## config.mk

```make
export PLATFORM = sky130hd
export DESIGN_NAME = sdr_cell
export DESIGN_NICKNAME = d
export VERILOG_FILES = /design/src/design/sdr_pkg.sv /design/src/design/sdr_cell.sv
export SDC_FILE = /design/constraint.sdc
export NUM_CORES = 1
export LEC_CHECK = 0
export BUFFER_PORTS_ARGS = -buffer_cell sky130_fd_sc_hd__buf_4
export CORE_UTILIZATION = 40
export DETAILED_ROUTE_END_ITERATION = 8
export PLACE_DENSITY = 0.62
export SYNTH_ARGS = -nofsm -noshare
export SYNTH_HDL_FRONTEND = slang
export SYNTH_SLANG_ARGS = --single-unit
```

## constraint.sdc

```tcl
create_clock -name clk -period 7.6 [get_ports clk]
set_clock_uncertainty 0.2 [all_clocks]
set_input_delay 1.9 -clock clk [delete_from_list [all_inputs] [get_ports clk]]
set_output_delay 1.9 -clock clk [all_outputs]
set_load 0.005 [all_outputs]
```

## src/design/sdr_pkg.sv

```systemverilog
package sdr_pkg;

	localparam int unsigned VALUE_W = 32;

	// Result kinds carried on the output tuser bit
	localparam logic KIND_REPEAT   = 1'b0;
	localparam logic KIND_OVERFLOW = 1'b1;

	// Request payload as it travels down the cell chain
	typedef struct packed {
		logic [VALUE_W-1:0] value;
		logic               last;    // end of sequence, clear cells behind it
		logic               done;    // matched or stored somewhere upstream
		logic               report;  // first repeat found, emit with KIND_REPEAT
	} item_t;

endpackage

```

## src/design/sdr_cell.sv

```systemverilog
module sdr_cell (
	input  logic          clk,
	input  logic          arst_n,
	input  logic          en,
	input  logic          in_valid,
	input  sdr_pkg::item_t in_item,
	output logic          out_valid,
	output sdr_pkg::item_t out_item
);

	logic [sdr_pkg::VALUE_W-1:0] val_q;
	logic                        vld_q;
	logic                        rep_q;
	logic                        match;
	logic                        claim;
	logic                        step;
	sdr_pkg::item_t              nxt_item;
	sdr_pkg::item_t              item_s1;
	logic                        valid_s1;

	assign step  = en && in_valid;
	assign match = in_valid && !in_item.done && vld_q && (val_q == in_item.value);
	assign claim = in_valid && !in_item.done && !vld_q;

	always_comb begin
		nxt_item        = in_item;
		nxt_item.done   = in_item.done | match | claim;
		nxt_item.report = in_item.report | (match & !rep_q);
	end

	// Entry flags: last request wipes the entry after using it
	always_ff @(posedge clk or negedge arst_n) begin
		if (!arst_n) begin
			vld_q <= 1'b0;
			rep_q <= 1'b0;
		end else if (step) begin
			if (in_item.last) begin
				vld_q <= 1'b0;
				rep_q <= 1'b0;
			end else if (match) begin
				rep_q <= 1'b1;
			end else if (claim) begin
				vld_q <= 1'b1;
				rep_q <= 1'b0;
			end
		end
	end

	always_ff @(posedge clk) begin
		if (step && claim) begin
			val_q <= in_item.value;
		end
	end

	always_ff @(posedge clk or negedge arst_n) begin
		if (!arst_n) begin
			valid_s1 <= 1'b0;
		end else if (en) begin
			valid_s1 <= in_valid;
		end
	end

	always_ff @(posedge clk) begin
		if (en) begin
			item_s1 <= nxt_item;
		end
	end

	assign out_valid = valid_s1;
	assign out_item  = item_s1;

	a_rep_needs_vld: assert property (@(posedge clk) disable iff (!arst_n)
		rep_q |-> vld_q) else $error("reported mark on an empty entry");

	a_clear_only_on_last: assert property (@(posedge clk) disable iff (!arst_n)
		$fell(vld_q) |-> $past(step && in_item.last))
		else $error("entry dropped without an end of sequence");

	a_value_held: assert property (@(posedge clk) disable iff (!arst_n)
		(vld_q && $past(vld_q)) |-> $stable(val_q))
		else $error("stored value changed while entry in use");

endmodule
```

Word level (Yosys, flattened, before mapping)

Cells that the tools add are included.

Equality and inequality tests: 2
Muxes and demuxes: 6
Bitwise logic cells: 4
Reduce and logical (&&, ||, !) cells: 13

Operators by type and width:

| operator                                     | count |
|---|---|
| 32-bit == test                               | 1 |
| 1-bit logical AND                            | 6 |
| 1-bit 2-to-1 mux                             | 6 |
| 1-bit zero test                              | 3 |
| 1-bit bitwise OR                             | 3 |
| 3-bit AND reduction                          | 1 |
| 3-bit nonzero test                           | 1 |
| 2-bit inequality test, second input constant | 1 |
| 2-bit AND reduction                          | 1 |
| 2-bit nonzero test                           | 1 |
| 1-bit bitwise AND                            | 1 |

Bits in registers: 70
Input port bits: 39
Output and inout bits: 36
Word-level logic and storage cells: 33

Logic depth before layout (Yosys ltp)

Depth after elaboration: 6
Mapped depth: 5
Gate-level depth less buffers: 5

Least setup slack after synthesis

OpenSTA, ideal clock, no wires.

Path kind: input to register
Start point: in in_valid
End point: reg val_q[0] in the netlist's numbering (enable)
Library setup time: 0.461 ns
Data arrival time: 4.214 ns
Data required time: 6.939 ns
Setup slack: 2.725 ns
Stages on the path: 2
Path buffers: 0
Cell sequence: nand2_1 -> nor3_1

Word-level cells in the longest chain between the ends: 3
Elaborated cells on any way between the ends: 4
Those cells by class: 4 x reduce/logical

RTL lines:

| item                           | RTL line       | text |
|---|---|---|
| from (decl)                    | sdr_cell.sv:5  | `input logic in_valid,` |
| 1-bit logical AND (2 in a row) | sdr_cell.sv:23 | `assign claim = in_valid && !in_item.done && !vld_q;` |
| 1-bit logical AND *            | sdr_cell.sv:50 | `if (step && claim) begin` |
| to (signal assigned)           | sdr_cell.sv:51 | `val_q <= in_item.value;` |
| to (decl)                      | sdr_cell.sv:11 | `logic [sdr_pkg::VALUE_W-1:0] val_q;` |

Mark *: on every way between the ends. The rest lies on a longest branch, timed or not.
A chain may end at the register's enable or synchronous reset.

Worst setup path after layout

Start point: in en
End point: reg val_q[4] in the netlist's numbering (enable)

Word-level cells in the longest chain between the ends: 2

RTL lines:

| item              | RTL line       | text |
|---|---|---|
| from (decl)       | sdr_cell.sv:4  | `input logic en,` |
| 1-bit logical AND | sdr_cell.sv:21 | `assign step = en && in_valid;` |
| 1-bit logical AND | sdr_cell.sv:50 |  |

No other way between the ends.

==> results.md <==
* Status: finished, final reports clean
* Router iterations before antenna repair at 4
* Share of power burned in the clock network at 30.9%
* Routed vias/inst at 4.738
* Category of the critical setup timing path: in2reg
* Global-route usage over all layers at 15.02%
* Sequential cell area fraction in the yosys report at 82.86%
* Antenna violations before repair at 0
* Vias after detailed routing at 1,393
* Wire length reported by the detailed router at 4.569 mm
* Synthesis-to-layout area growth at 32.14%
* Starting utilization of the core area at 42.04%
* Maximum clock path buffer count at 2
* Shortest clock period the worst path allows after layout at 3.982 ns
* Yosys synthesis warning count at 0
* Net switching power figure at 0.1578 mW
* Maximum frequency from static timing analysis at 251.2 MHz
* Core occupancy in the finished layout at 55.56%
* Setup Buffers After CTS at 0
* RSZ-0062 raised after global routing: no
* Layout cells sized above 1 at 39.73%
* Final clock period utilization by the worst path at 52.39%
* Vias in the first global route at 1,411
* Number of nets at the end of the flow at 254
* Final global-route overflow total at 0
* Top-Level Pins at 75
* Global placer's final weighted congestion at 0.7461
* Post-CTS Hold Fix Bufs at 0
* Count of cell types in the netlist at 17
* Startpoint Class: input port
* Flop pwr share at 59.9%
* N_diodes at 0
* Port-buffer cells at 74
* Relative max-transition margin at 27.55%
* Syn Inst Count at 129
* Max-capacitance violation count at 0
* Kind of end point of the critical path: register
* Core Area at 5991 um2
* Data arrival time of the critical path at 3.80 ns
* Floorplan die width at 81.35 um
* Transition time at the pin with the least slew margin at 1.081 ns
* H-tree depth at 3
* Die area at 6618 um2
* Synth top area cells: edfxtp_1, xnor2_1, dfrtp_1
* Maximum fanout along the worst path at 38
* CP required at 7.42 ns
* Remaining antenna violation count at 0
* Count of clock tree sinks at 70
* Clk pin slew, worst setup/hold paths at 0.06 ns
* Number of core rows at 28
* Standby leakage power at 1.221 nW
* DR DRC count at 0
* Total power at 0.7592 mW
* Final Hold Fails at 0
* Detailed-route wire length per cell at 15.54 um
* Flop and latch count out of synthesis at 70
* Cell area after technology mapping at 2519 um2
* TritonCTS Buffers at 9
* Internal power at 0.6014 mW
* Setup Total Neg Slack at 0 ns
* Switching part of the total at 20.79%
* DR iter-0 viols at 59
* Wire length of the first global-routing pass at 6.893 mm
* TritonCTS clock tree: built
* Largest net degree at the start of global routing at 39
* Number of nets in the synthesized netlist at 168
* Final-report setup violation count at 0
* Share of the synthesized area in the top cell type at 79.88%
* Smallest setup slack after layout at 3.618 ns
* Power per cell area at 228.1 nW/um2
* Worst-skew pair later-pin latency at 0.33 ns
* Cells resized by post-CTS repair at 0
* Die height at 81.35 um
* Cell taking the most area after synthesis: edfxtp_1
* Worst-case vdd ir drop at 0.0001242 V
* Cell chosen for the clock root: clkbuf_8
* Mean instance size in the synthesized netlist at 19.52 um2
* Classification of the worst-slack hold path: reg2reg
* Combinational share of power at 9.3%
* Worst setup slack after placement at 3.207 ns
* Max Transition Viols Final at 0
-- through the flow --
stage,cell area [um2],std cells,hold WS (ns)
after floorplan,2519,129,0.2949
after global placement,3181,279,0.3078
after detailed placement,3181,279,0.3198
after CTS,3328,294,0.3479
after global routing,3328,294,0.3991
final,3328,294,0.3524
-- layer usage --
| layer | track usage (%) | vias to the layer above | wire [um] |
|---|---|---|---|
| met5 | 0 | - | 0 |
| met4 | 9.464 | 0 | 104 |
| met3 | 4.831 | 12 | 346 |
| met2 | 22.67 | 60 | 2143 |
| met1 | 18.60 | 659 | 1975 |
| li1 | - | 662 | - |
-- worst max-delay path, cell delays in order --
cell and delay (ns):
buf_4 0.39, nand2_1 0.24, nor3_2 0.86, buf_4 0.40
-- worst paths after layout --
check / start / end / slack (ns) / cells after the start
worst max-delay path: en / val_q[4] / 3.62 / 4
worst min-delay path: rep_q / rep_q / 0.35 / 2
worst max register to register: vld_q / val_q[4] / 5.38 / 2
worst min register to register: rep_q / rep_q / 0.35 / 2
max in group asynchronous: arst_n / vld_q / 5.96 / 1
min in group asynchronous: arst_n / out_valid / 1.14 / 1
-- synthesized netlist by cell type, drive strengths merged --
master	instances
edfxtp	67
xnor2	29
nand4	7
nor2	4
dfrtp	3
xor2	3
inv	2
nand2	2
nor3	2
nor4	2
o21ai	2
a21oi	1
a31oi	1
nand3	1
nand4b	1
o21bai	1
o31ai	1
-- power by group through the flow --
| stage | Sequential, mW | Clock, mW | Combinational (mW) |
|---|---|---|---|
| CTS | 0.455 | 0.242 | 0.0720 |
| detailed placement | 0.463 | 0 | 0.0717 |
| global placement | 0.462 | 0 | 0.0692 |
| floorplan | 0.464 | 0 | 0.0164 |
| finish | 0.455 | 0.234 | 0.0703 |
| global route | 0.456 | 0.260 | 0.0768 |
-- state kept, by name (all words and copies together), names as in the netlist --
register   flops
out_item      35
rep_q          1
val_q         32
vld_q          1
out_valid      1
-- layout make-up --
cell class                      instances  area (um2)
Multi-Input combinational cell         57       429.2
Clock buffer                           12       135.1
Inverter                                2       7.507
Clock inverter                          3       12.51
Timing Repair Buffer                   75       563.0
Fill cell                             499        2663
Sequential cell                        70        2087
Tap cell                               75       93.84
-- kinds of logic (layout without fill, tap and decap cells) --
kind of cell | after synthesis | count (layout) | share of synthesized area (%)
buf+inv | 2 | 92 | 0.2982
compound gates | 6 | 6 | 1.639
simple gates | 19 | 19 | 4.073
flops | 70 | 70 | 82.86
xor+xnor | 32 | 32 | 11.13
-- placed cells by master (no fill, tap or decap) --
cell type   n
nand4_1     7
inv_1       2
a31oi_1     1
xor2_1      3
nand4b_1    1
o21ai_0     2
clkbuf_8    9
clkinv_2    1
nand2_1     2
nor3_1      1
xnor2_1    29
o21bai_1    1
nor2_1      4
clkinv_1    2
o31ai_2     1
nand3_1     1
edfxtp_1   67
clkbuf_1    3
a21oi_1     1
nor4_1      2
dfrtp_1     3
buf_4      75
nor3_2      1
Power figures use the tool's default switching activity.
